===== src/design/sbp_pkg.sv =====
// Shared types and constants for the shuffle bag picker.
// No dependencies; imported by sbp_gen, the top level and the testbench.
package sbp_pkg;

  localparam int unsigned BAG_DEPTH_DEF = 32;

  localparam int unsigned ID_W    = 7;
  localparam int unsigned GRP_W   = 3;
  localparam int unsigned ENTRY_W = ID_W + GRP_W;
  localparam int unsigned ROUND_W = 10;
  localparam int unsigned SEED_W  = 14;
  localparam int unsigned CFG_W   = 14;
  localparam int unsigned WORD_W  = 32;
  localparam int unsigned YIELD_W = 16;

  localparam logic [SEED_W-1:0] SEED_LIMIT = 14'd9999;
  localparam logic [SEED_W-1:0] SEED_WRAP  = 14'd10000;

  localparam logic [WORD_W-1:0] SEED_MUL = 32'd2654435761;
  localparam logic [WORD_W-1:0] LCG_MUL  = 32'd1664525;
  localparam logic [WORD_W-1:0] LCG_ADD  = 32'd1013904223;

  localparam logic [ROUND_W-1:0] CHANCE_RESET = 10'd8;
  localparam logic [ROUND_W-1:0] ALWAYS_RESET = 10'd12;

  typedef enum logic [1:0] {
    KIND_CLEAR  = 2'd0,
    KIND_APPEND = 2'd1,
    KIND_START  = 2'd2,
    KIND_DRAW   = 2'd3
  } kind_e;

  typedef enum logic [1:0] {
    ST_OK    = 2'd0,
    ST_EMPTY = 2'd1,
    ST_DROP  = 2'd2
  } status_e;

  typedef enum logic [1:0] {
    REG_SEED          = 2'd0,
    REG_MIRROR_CHANCE = 2'd1,
    REG_MIRROR_ALWAYS = 2'd2
  } cfg_reg_e;

  // Requests from the sequencer to the generator unit
  typedef struct packed {
    logic seed_load;
    logic range_go;
  } gen_req_t;

endpackage


===== src/design/sbp_ram.sv =====
// Generic single-write, single-read RAM with registered read data.
// No dependencies.
module sbp_ram #(
  parameter int unsigned WIDTH = 8,
  parameter int unsigned DEPTH = 32
) (
  input  logic                     clk_i,
  input  logic                     we_i,
  input  logic [$clog2(DEPTH)-1:0] waddr_i,
  input  logic [WIDTH-1:0]         wdata_i,
  input  logic [$clog2(DEPTH)-1:0] raddr_i,
  output logic [WIDTH-1:0]         rdata_o
);

  logic [WIDTH-1:0] mem_q [DEPTH];
  logic [WIDTH-1:0] rdata_q;

  always_ff @(posedge clk_i) begin
    if (we_i) begin
      mem_q[waddr_i] <= wdata_i;
    end
    rdata_q <= mem_q[raddr_i];
  end

  assign rdata_o = rdata_q;

endmodule


===== src/design/sbp_gen.sv =====
// Generator unit: 32-bit LCG word plus a bit-serial remainder of its yield.
// Depends on sbp_pkg.
module sbp_gen #(
  parameter int unsigned BAG_DEPTH = sbp_pkg::BAG_DEPTH_DEF
) (
  input  logic                         clk_i,
  input  logic                         rst_ni,
  input  sbp_pkg::gen_req_t            req_i,
  input  logic [sbp_pkg::SEED_W-1:0]   seed_i,
  input  logic [$clog2(BAG_DEPTH)-1:0] range_m_i,
  output logic                         done_o,
  output logic [$clog2(BAG_DEPTH)-1:0] result_o
);
  import sbp_pkg::*;

  localparam int unsigned AW = $clog2(BAG_DEPTH);
  localparam int unsigned CW = $clog2(BAG_DEPTH + 1);

  typedef enum logic [1:0] {
    G_IDLE,
    G_STEP,
    G_DIV
  } gstate_e;

  gstate_e             state_q;
  logic [WORD_W-1:0]   word_q;
  logic [CW-1:0]       div_q;
  logic [CW-1:0]       rem_q;
  logic [3:0]          bit_q;
  logic                done_q;

  logic [YIELD_W-1:0]  yield;
  logic [CW:0]         trial;
  logic [CW:0]         diff;

  assign yield = word_q[WORD_W-1:WORD_W-YIELD_W];
  assign trial = {rem_q, yield[bit_q]};
  assign diff  = trial - {1'b0, div_q};

  always_ff @(posedge clk_i or negedge rst_ni) begin
    if (!rst_ni) begin
      state_q <= G_IDLE;
      word_q  <= '0;
      div_q   <= '0;
      rem_q   <= '0;
      bit_q   <= '0;
      done_q  <= 1'b0;
    end else begin
      done_q <= 1'b0;
      unique case (state_q)
        G_IDLE: begin
          if (req_i.seed_load) begin
            word_q <= WORD_W'({18'd0, seed_i} * SEED_MUL) + WORD_W'(1);
          end else if (req_i.range_go) begin
            if (range_m_i == '0) begin
              // range of zero: no step, result zero
              rem_q  <= '0;
              done_q <= 1'b1;
            end else begin
              div_q   <= CW'(range_m_i) + CW'(1);
              state_q <= G_STEP;
            end
          end
        end
        G_STEP: begin
          word_q  <= word_q * LCG_MUL + LCG_ADD;
          rem_q   <= '0;
          bit_q   <= 4'd15;
          state_q <= G_DIV;
        end
        G_DIV: begin
          // restoring remainder, one yield bit per cycle, msb first
          if (trial >= {1'b0, div_q}) begin
            rem_q <= diff[CW-1:0];
          end else begin
            rem_q <= trial[CW-1:0];
          end
          bit_q <= bit_q - 4'd1;
          if (bit_q == 4'd0) begin
            done_q  <= 1'b1;
            state_q <= G_IDLE;
          end
        end
        default: state_q <= G_IDLE;
      endcase
    end
  end

  assign done_o   = done_q;
  assign result_o = rem_q[AW-1:0];

endmodule


===== src/design/shuffle_bag_picker.sv =====
// Shuffle bag picker top level: command sequencer, bag RAM and generator unit.
// Depends on sbp_pkg, sbp_ram and sbp_gen.
//
//  channel   dir  handshake                       payload
//  s_axis    in   s_axis_tvalid / s_axis_tready   tuser kind, tdata id/group/round
//  m_axis    out  m_axis_tvalid / m_axis_tready   tuser status, tdata id/group/mirror
//  cfg       in   cfg_we_i                        cfg_idx_i, cfg_wdata_i
//
// One item at a time; s_axis_tready is high only while the sequencer is idle.
// Clear, append and a draw from an empty bag go straight to the output state; a plain
// draw first reads its bag entry, then waits on the generator if the mirror bit is a coin flip.
// A shuffle does one swap per bag entry above the first, each one waiting on the
// 16-step remainder loop of the generator unit, then on the RAM swap states RDA, RDB, WRA, WRB.
// The bag RAM holds no reset state; only control registers are cleared.
// A result waits in the output register; the next item is taken meanwhile.
module shuffle_bag_picker #(
  parameter int unsigned BAG_DEPTH = sbp_pkg::BAG_DEPTH_DEF
) (
  input  logic                        clk_i,
  input  logic                        rst_ni,
  input  logic                        s_axis_tvalid,
  output logic                        s_axis_tready,
  input  logic [23:0]                 s_axis_tdata,  // item_id, item_group, round, pad
  input  logic [1:0]                  s_axis_tuser,  // kind
  output logic                        m_axis_tvalid,
  input  logic                        m_axis_tready,
  output logic [15:0]                 m_axis_tdata,  // drawn_id, drawn_group, mirrored, pad
  output logic [1:0]                  m_axis_tuser,  // status
  input  logic                        cfg_we_i,
  input  logic [1:0]                  cfg_idx_i,
  input  logic [sbp_pkg::CFG_W-1:0]   cfg_wdata_i
);
  import sbp_pkg::*;

  localparam int unsigned AW = $clog2(BAG_DEPTH);
  localparam int unsigned CW = $clog2(BAG_DEPTH + 1);

  typedef enum logic [3:0] {
    ST_IDLE,
    ST_SEED,
    ST_SH_TEST,
    ST_SH_WAIT,
    ST_SW_RDA,
    ST_SW_RDB,
    ST_SW_WRA,
    ST_SW_WRB,
    ST_FIX,
    ST_FIX_CHK,
    ST_FETCH,
    ST_FETCH_CAP,
    ST_MIR_WAIT,
    ST_DONE
  } state_e;

  state_e              state_q;
  logic [CW-1:0]       count_q;
  logic [CW-1:0]       slot_q;
  logic [CW-1:0]       idx_q;
  logic                prev_valid_q;
  logic [ID_W-1:0]     prev_id_q;
  logic [AW-1:0]       swap_a_q;
  logic [AW-1:0]       swap_b_q;
  logic [ENTRY_W-1:0]  hold_q;
  logic                fix_q;
  logic                op_draw_q;
  logic [ROUND_W-1:0]  round_q;
  logic [ID_W-1:0]     res_id_q;
  logic [GRP_W-1:0]    res_grp_q;
  logic                res_mir_q;
  status_e             res_status_q;
  logic                m_valid_q;
  logic [15:0]         m_data_q;
  logic [1:0]          m_user_q;
  logic [SEED_W-1:0]   seed_q;
  logic [ROUND_W-1:0]  chance_q;
  logic [ROUND_W-1:0]  always_q;

  logic                in_acc;
  kind_e               kind;
  logic [ID_W-1:0]     in_id;
  logic [GRP_W-1:0]    in_grp;
  logic [ROUND_W-1:0]  in_round;
  logic                bag_full;
  logic [CW-1:0]       idx_m1;
  logic [CW-1:0]       count_m1;

  logic                ram_we;
  logic [AW-1:0]       ram_waddr;
  logic [ENTRY_W-1:0]  ram_wdata;
  logic [AW-1:0]       ram_raddr;
  logic [ENTRY_W-1:0]  ram_rdata;

  gen_req_t            gen_req;
  logic [AW-1:0]       gen_m;
  logic                gen_done;
  logic [AW-1:0]       gen_result;
  logic                mir_coin;

  assign s_axis_tready = (state_q == ST_IDLE);
  assign in_acc        = s_axis_tvalid && s_axis_tready;
  assign kind          = kind_e'(s_axis_tuser);
  assign in_id         = s_axis_tdata[ID_W-1:0];
  assign in_grp        = s_axis_tdata[ENTRY_W-1:ID_W];
  assign in_round      = s_axis_tdata[ENTRY_W+ROUND_W-1:ENTRY_W];
  assign bag_full      = (count_q >= CW'(BAG_DEPTH));
  assign idx_m1        = idx_q - CW'(1);
  assign count_m1      = count_q - CW'(1);
  assign mir_coin      = (round_q < always_q) && (round_q >= chance_q);

  // configuration writes; the seed is folded into range once here
  always_ff @(posedge clk_i or negedge rst_ni) begin
    if (!rst_ni) begin
      seed_q   <= '0;
      chance_q <= CHANCE_RESET;
      always_q <= ALWAYS_RESET;
    end else if (cfg_we_i) begin
      unique case (cfg_idx_i)
        REG_SEED: begin
          if (cfg_wdata_i > SEED_LIMIT) begin
            seed_q <= cfg_wdata_i - SEED_WRAP;
          end else begin
            seed_q <= cfg_wdata_i;
          end
        end
        REG_MIRROR_CHANCE: chance_q <= cfg_wdata_i[ROUND_W-1:0];
        REG_MIRROR_ALWAYS: always_q <= cfg_wdata_i[ROUND_W-1:0];
        default: ;
      endcase
    end
  end

  // RAM port and generator request steering
  always_comb begin
    ram_we    = 1'b0;
    ram_waddr = swap_a_q;
    ram_wdata = ram_rdata;
    ram_raddr = swap_a_q;
    gen_req   = '0;
    gen_m     = idx_m1[AW-1:0];
    unique case (state_q)
      ST_IDLE: begin
        ram_we    = in_acc && (kind == KIND_APPEND) && !bag_full;
        ram_waddr = count_q[AW-1:0];
        ram_wdata = {in_grp, in_id};
      end
      ST_SEED:      gen_req.seed_load = 1'b1;
      ST_SH_TEST:   gen_req.range_go = (idx_q > CW'(1));
      ST_SW_RDB:    ram_raddr = swap_b_q;
      ST_SW_WRA:    ram_we = 1'b1;
      ST_SW_WRB: begin
        ram_we    = 1'b1;
        ram_waddr = swap_b_q;
        ram_wdata = hold_q;
      end
      ST_FIX:       ram_raddr = '0;
      ST_FETCH:     ram_raddr = slot_q[AW-1:0];
      ST_FETCH_CAP: begin
        gen_req.range_go = mir_coin;
        gen_m            = AW'(1);
      end
      default: ;
    endcase
  end

  always_ff @(posedge clk_i or negedge rst_ni) begin
    if (!rst_ni) begin
      state_q      <= ST_IDLE;
      count_q      <= '0;
      slot_q       <= '0;
      idx_q        <= '0;
      prev_valid_q <= 1'b0;
      prev_id_q    <= '0;
      swap_a_q     <= '0;
      swap_b_q     <= '0;
      hold_q       <= '0;
      fix_q        <= 1'b0;
      op_draw_q    <= 1'b0;
      round_q      <= '0;
      res_id_q     <= '0;
      res_grp_q    <= '0;
      res_mir_q    <= 1'b0;
      res_status_q <= ST_OK;
      m_valid_q    <= 1'b0;
      m_data_q     <= '0;
      m_user_q     <= '0;
    end else begin
      if (m_valid_q && m_axis_tready) begin
        m_valid_q <= 1'b0;
      end
      unique case (state_q)
        ST_IDLE: begin
          if (in_acc) begin
            res_id_q     <= '0;
            res_grp_q    <= '0;
            res_mir_q    <= 1'b0;
            res_status_q <= ST_OK;
            round_q      <= in_round;
            idx_q        <= count_q;
            op_draw_q    <= (kind == KIND_DRAW);
            state_q      <= ST_DONE;
            unique case (kind)
              KIND_CLEAR: begin
                count_q <= '0;
                slot_q  <= '0;
              end
              KIND_APPEND: begin
                if (bag_full) begin
                  res_status_q <= ST_DROP;
                end else begin
                  count_q <= count_q + CW'(1);
                end
              end
              KIND_START: state_q <= ST_SEED;
              KIND_DRAW: begin
                if (count_q == '0) begin
                  res_status_q <= ST_EMPTY;
                end else if (slot_q >= count_q) begin
                  state_q <= ST_SH_TEST;
                end else begin
                  state_q <= ST_FETCH;
                end
              end
              default: ;
            endcase
          end
        end
        ST_SEED: state_q <= ST_SH_TEST;
        ST_SH_TEST: begin
          if (idx_q > CW'(1)) begin
            swap_a_q <= idx_m1[AW-1:0];
            state_q  <= ST_SH_WAIT;
          end else begin
            slot_q <= '0;
            if (op_draw_q) begin
              state_q <= ST_FIX;
            end else begin
              prev_valid_q <= 1'b0;
              state_q      <= ST_DONE;
            end
          end
        end
        ST_SH_WAIT: begin
          if (gen_done) begin
            swap_b_q <= gen_result;
            fix_q    <= 1'b0;
            state_q  <= ST_SW_RDA;
          end
        end
        ST_SW_RDA: state_q <= ST_SW_RDB;
        ST_SW_RDB: begin
          hold_q  <= ram_rdata;
          state_q <= ST_SW_WRA;
        end
        ST_SW_WRA: state_q <= ST_SW_WRB;
        ST_SW_WRB: begin
          if (fix_q) begin
            state_q <= ST_FETCH;
          end else begin
            idx_q   <= idx_m1;
            state_q <= ST_SH_TEST;
          end
        end
        ST_FIX: state_q <= ST_FIX_CHK;
        ST_FIX_CHK: begin
          // first entry repeats the last draw: swap it with the last entry
          if ((count_q > CW'(1)) && prev_valid_q && (ram_rdata[ID_W-1:0] == prev_id_q)) begin
            swap_a_q <= '0;
            swap_b_q <= count_m1[AW-1:0];
            fix_q    <= 1'b1;
            state_q  <= ST_SW_RDA;
          end else begin
            state_q <= ST_FETCH;
          end
        end
        ST_FETCH: state_q <= ST_FETCH_CAP;
        ST_FETCH_CAP: begin
          res_id_q     <= ram_rdata[ID_W-1:0];
          res_grp_q    <= ram_rdata[ENTRY_W-1:ID_W];
          prev_id_q    <= ram_rdata[ID_W-1:0];
          prev_valid_q <= 1'b1;
          slot_q       <= slot_q + CW'(1);
          if (round_q >= always_q) begin
            res_mir_q <= 1'b1;
            state_q   <= ST_DONE;
          end else if (mir_coin) begin
            state_q <= ST_MIR_WAIT;
          end else begin
            state_q <= ST_DONE;
          end
        end
        ST_MIR_WAIT: begin
          if (gen_done) begin
            res_mir_q <= gen_result[0];
            state_q   <= ST_DONE;
          end
        end
        ST_DONE: begin
          // hold until the output register is free
          if (!m_valid_q || m_axis_tready) begin
            m_valid_q <= 1'b1;
            m_data_q  <= {5'd0, res_mir_q, res_grp_q, res_id_q};
            m_user_q  <= res_status_q;
            state_q   <= ST_IDLE;
          end
        end
        default: state_q <= ST_IDLE;
      endcase
    end
  end

  assign m_axis_tvalid = m_valid_q;
  assign m_axis_tdata  = m_data_q;
  assign m_axis_tuser  = m_user_q;

  sbp_ram #(
    .WIDTH (ENTRY_W),
    .DEPTH (BAG_DEPTH)
  ) u_bag (
    .clk_i   (clk_i),
    .we_i    (ram_we),
    .waddr_i (ram_waddr),
    .wdata_i (ram_wdata),
    .raddr_i (ram_raddr),
    .rdata_o (ram_rdata)
  );

  sbp_gen #(
    .BAG_DEPTH (BAG_DEPTH)
  ) u_gen (
    .clk_i     (clk_i),
    .rst_ni    (rst_ni),
    .req_i     (gen_req),
    .seed_i    (seed_q),
    .range_m_i (gen_m),
    .done_o    (gen_done),
    .result_o  (gen_result)
  );

`ifndef SYNTH
  a_count_bound: assert property (@(posedge clk_i) disable iff (!rst_ni)
    count_q <= CW'(BAG_DEPTH))
    else $error("bag count above depth");

  a_slot_bound: assert property (@(posedge clk_i) disable iff (!rst_ni)
    slot_q <= count_q)
    else $error("draw slot beyond bag count");

  a_gen_done_expected: assert property (@(posedge clk_i) disable iff (!rst_ni)
    gen_done |-> (state_q == ST_SH_WAIT || state_q == ST_MIR_WAIT))
    else $error("generator result with no one waiting");

  a_full_append_holds: assert property (@(posedge clk_i) disable iff (!rst_ni)
    (in_acc && kind == KIND_APPEND && bag_full) |=> (count_q == $past(count_q)))
    else $error("dropped append changed the bag");

  a_empty_zero: assert property (@(posedge clk_i) disable iff (!rst_ni)
    (m_axis_tvalid && m_axis_tuser == ST_EMPTY) |-> (m_axis_tdata == '0))
    else $error("empty draw with non-zero payload");
`endif

endmodule


===== config.mk =====
export PLATFORM = sky130hd
export DESIGN_NAME = shuffle_bag_picker
export DESIGN_NICKNAME = d
export VERILOG_FILES = /design/src/design/sbp_pkg.sv /design/src/design/sbp_ram.sv /design/src/design/sbp_gen.sv /design/src/design/shuffle_bag_picker.sv
export SDC_FILE = /design/constraint.sdc
export NUM_CORES = 2
export LEC_CHECK = 0
export BUFFER_PORTS_ARGS = -buffer_cell sky130_fd_sc_hd__buf_2
export CAP_MARGIN = 20
export CORE_ASPECT_RATIO = 1.1
export CORE_MARGIN = 3
export CORE_UTILIZATION = 64
export DETAILED_ROUTE_END_ITERATION = 10
export GPL_TIMING_DRIVEN = 0
export PLACE_DENSITY_LB_ADDON = 0.08
export SLEW_MARGIN = 20
export SYNTH_ARGS = -nofsm -noshare
export SYNTH_HDL_FRONTEND = slang
export SYNTH_SLANG_ARGS = --single-unit

===== constraint.sdc =====
create_clock -name clk_i -period 8.6 [get_ports clk_i]
set_input_delay 1.72 -clock clk_i [delete_from_list [all_inputs] [get_ports clk_i]]
set_output_delay 1.72 -clock clk_i [all_outputs]
set_load 0.1 [all_outputs]

==> metrics.yaml <==
outcome:
  status: "completed"
global_route:
  grt_max_degree: 89
  grt_pass1_vias: 24900
  grt-ovfl-total: 0
  grt_pass1_wl_mm: 140
  antenna_found_initial: 1
  grt_usage: 0.316
final_layout:
  final_cells: 4067
  final_common_cell: "inv_1"
  multi_input_area_um2: 18300
  synthToLayoutAreaGrowth_pct: 8.77
  nets: 3903
  nFillCells: 3984
  drive_gt1_frac: 0.0812
  layout.cells.most_common_list: "inv_1, edfxtp_1, ha_1, nand2_1, fa_1"
  ff_latch_area_um2: 14200
clocking:
  cts_hold_buf: 0
  post_cts_buffers: 0
  cts_buffers: 53
  cts_tree: "built"
  insertion_delay_ns: 0.62
  clock_path_buffers: 3
  htree_levels: 2
  cts.sinks: 504
  cts-root-buf: "clkbuf_16"
  path_clk_slew_ns: 0.07
  cts_resized: 0
hold_path:
  min_from: "u_gen.div_q[3]$_DFFE_PN0P_"
  hp-class: "reg -> reg"
  hold_end: "u_gen.div_q[3]$_DFFE_PN0P_"
  hold_depth: 2
yosys:
  synth-edff-count: 320
  async_flop_share: 0.345
  ys_seq_elements: 504
  synth_top_family_by_area: "adder cells"
  ys_seq_area_frac: 0.407
  muxShareOfSynthArea: 0.0326
  avgSynthCellArea_um2: 11.0
  ys.flop_type: "edfxtp_1"
  ys_types: 78
  synth_fa_ha_area_frac: 0.259
  synthCells: 3175
  syn_area_um2: 34800
  yosys_warnings: 0
  synth-xor-area-share: 0.0297
  synth-compound-area-share: 0.115
  yosys.area_share.simple: 0.0869
timing:
  drv_slew: 0
  period_share: 0.855
  setup_viol: 0
  hold_viol: 0
  min_period_ns: 7.36
  clock.fmax_mhz: 136
  tightest_slew_ns: 1.04
  skew_ns: 0.0221
  rsz0062_at_grt: "false"
  fin_tns_setup_ns: 0
  max_slew_margin: 0.301
  worst_slack_ns: 1.24
drt:
  routedWlPerCell_um: 21.8
  drt-initial-drc-count: 1814
  drt-total-wl_mm: 88.5
  drc: 0
  postRouteAntennaNets: 0
  vias: 23700
  viasPerCell: 5.82
  dr.pass1.iters: 5
critical_path:
  r2r_slack_ns: 1.24
  rr_worst_depth: 22
  path_class: "reg -> reg"
  crit_path_end_kind: "flip-flop"
  crit_fanout: 7
  critPathLaunchType: "flip-flop"
  reg2reg_to: "u_gen.word_q[27]$_DFFE_PN0P_"
  r2r_start: "u_gen.word_q[1]$_DFFE_PN0P_"
  crit_required_ns: 9.05
  cp.arrival_ns: 7.81
floorplan:
  fp-row-count: 89
  dieArea_um2: 57200
  start_util: 0.647
  fp.dieW_um: 228
  die_y_um: 251
  io_pins: 67
  core_um2: 53800
placed_design:
  pre_cts_ws_ns: 1.37
  place_congestion: 0.961
  portBuffers: 57
  placedCellCount: 3965
  dp_hpwl_mm: 68.0
flow_run:
  maxCapViolCount: 0
==> critical path, cell delays in order (launching register included) <==
cell       delay [ns]
dfrtp_1          0.61
clkbuf_1         0.42
inv_1            0.27
ha_1             0.42
and2_1           0.25
fa_1             0.53
fa_1             0.47
fa_1             0.52
inv_1            0.05
fa_1             0.48
inv_1            0.05
fa_1             0.44
ha_1             0.38
nand2_1          0.12
nor2_1           0.07
a31o_2           0.22
a311oi_1         0.54
a21o_1           0.26
nor2_1           0.07
a2111oi_0        0.44
o21ai_0          0.19
a21oi_1          0.32
a21oi_1          0.08
==> how the worst max path moves through the flow <==
stage / from / end / slack (ns) / cells after the start
final: u_gen.word_q[1]$_DFFE_PN0P_ / u_gen.word_q[27]$_DFFE_PN0P_ / 1.24 / 22
after global routing: u_gen.word_q[1]$_DFFE_PN0P_ / u_gen.word_q[27]$_DFFE_PN0P_ / 0.94 / 23
after CTS: u_gen.word_q[1]$_DFFE_PN0P_ / u_gen.word_q[27]$_DFFE_PN0P_ / 1.32 / 22
after detailed placement: u_gen.word_q[1]$_DFFE_PN0P_ / u_gen.word_q[27]$_DFFE_PN0P_ / 1.37 / 22
after global placement: u_gen.word_q[1]$_DFFE_PN0P_ / u_gen.word_q[27]$_DFFE_PN0P_ / 1.50 / 22
after floorplan: u_gen.word_q[1]$_DFFE_PN0P_ / u_gen.word_q[31]$_DFFE_PN0P_ / 2.71 / 24
==> registers in the layout, summed over array words and instances, names as in the netlist, 7 cells and up <==
| register | cells |
|---|---|
| always_q | 10 |
| round_q | 10 |
| res_id_q | 7 |
| u_bag.rdata_o | 10 |
| u_gen.word_q | 32 |
| chance_q | 10 |
| m_axis_tdata | 11 |
| hold_q | 10 |
| u_bag.mem_q | 320 |
| seed_q | 14 |
| prev_id_q | 7 |
==> cells in the mapped netlist, types with 8 or more instances <==
| library cell | count | area share |
|---|---|---|
| a211oi_1 | 164 | 0.035 |
| a21o_1 | 40 | 0.0086 |
| a21oi_1 | 130 | 0.019 |
| a22oi_1 | 22 | 0.0047 |
| a31oi_1 | 51 | 0.0092 |
| buf_1 | 8 | 0.00086 |
| buf_2 | 16 | 0.0023 |
| buf_4 | 11 | 0.0024 |
| clkbuf_1 | 72 | 0.0078 |
| dfrtp_1 | 171 | 0.12 |
| dfxtp_1 | 10 | 0.0057 |
| edfxtp_1 | 320 | 0.28 |
| fa_1 | 262 | 0.15 |
| ha_1 | 301 | 0.11 |
| inv_1 | 502 | 0.054 |
| mux2_2 | 52 | 0.017 |
| mux2i_1 | 46 | 0.013 |
| nand2_1 | 289 | 0.031 |
| nand2b_1 | 22 | 0.0040 |
| nand3_1 | 38 | 0.0055 |
| nand4_1 | 14 | 0.0025 |
| nor2_1 | 137 | 0.015 |
| nor2b_1 | 88 | 0.016 |
| nor3_1 | 21 | 0.0030 |
| o211ai_1 | 10 | 0.0022 |
| o21ai_0 | 112 | 0.016 |
| o31ai_1 | 14 | 0.0030 |
| xnor2_1 | 82 | 0.021 |
| xor2_1 | 36 | 0.0091 |
==> routing by layer <==
metal / vias up / wire (um) / track usage
li1: 11100 / - / -
met1: 11700 / 34800 / 0.391
met2: 679 / 45600 / 0.565
met3: 235 / 3720 / 0.0334
met4: 0 / 4330 / 0.135
met5: - / 0 / 0
==> area by class of cell <==
type	instances	share of cell area
Multi-Input combinational cell	2057	0.482
Inverter	504	0.0500
Tap cell	728	0.0240
Buffer	114	0.0145
Timing Repair Buffer	59	0.00865
Sequential cell	504	0.374
Clock inverter	33	0.00879
Antenna cell	1	0.0000661
Clock buffer	67	0.0381
==> per-stage QoR <==
stage          area (um^2)  hold WS [ns]  utilization
2_1_floorplan        34800         0.423            -
6_report             37900         0.478        0.704
3_5_place_dp         36100         0.470        0.671
3_3_place_gp         36000         0.460        0.670
5_1_grt              37900         0.504        0.704
4_1_cts              37900         0.484        0.704
==> kinds of logic (layout without fill, tap and decap cells) <==
family                     count (synthesis)  after routing
and+or+nand+nor                          658            658
buffers and inverters                    618            777
AOI/OAI and AO/OA                        611            611
adders and majority gates                563            563
DFF                                      504            504
xor gates and xnor gates                 118            118
muxes                                    102            102
other                                      1              6
Power is left out: the tool's default activity adds up to more than one toggle a clock period on the data nets, which glitch-free logic cannot reach.
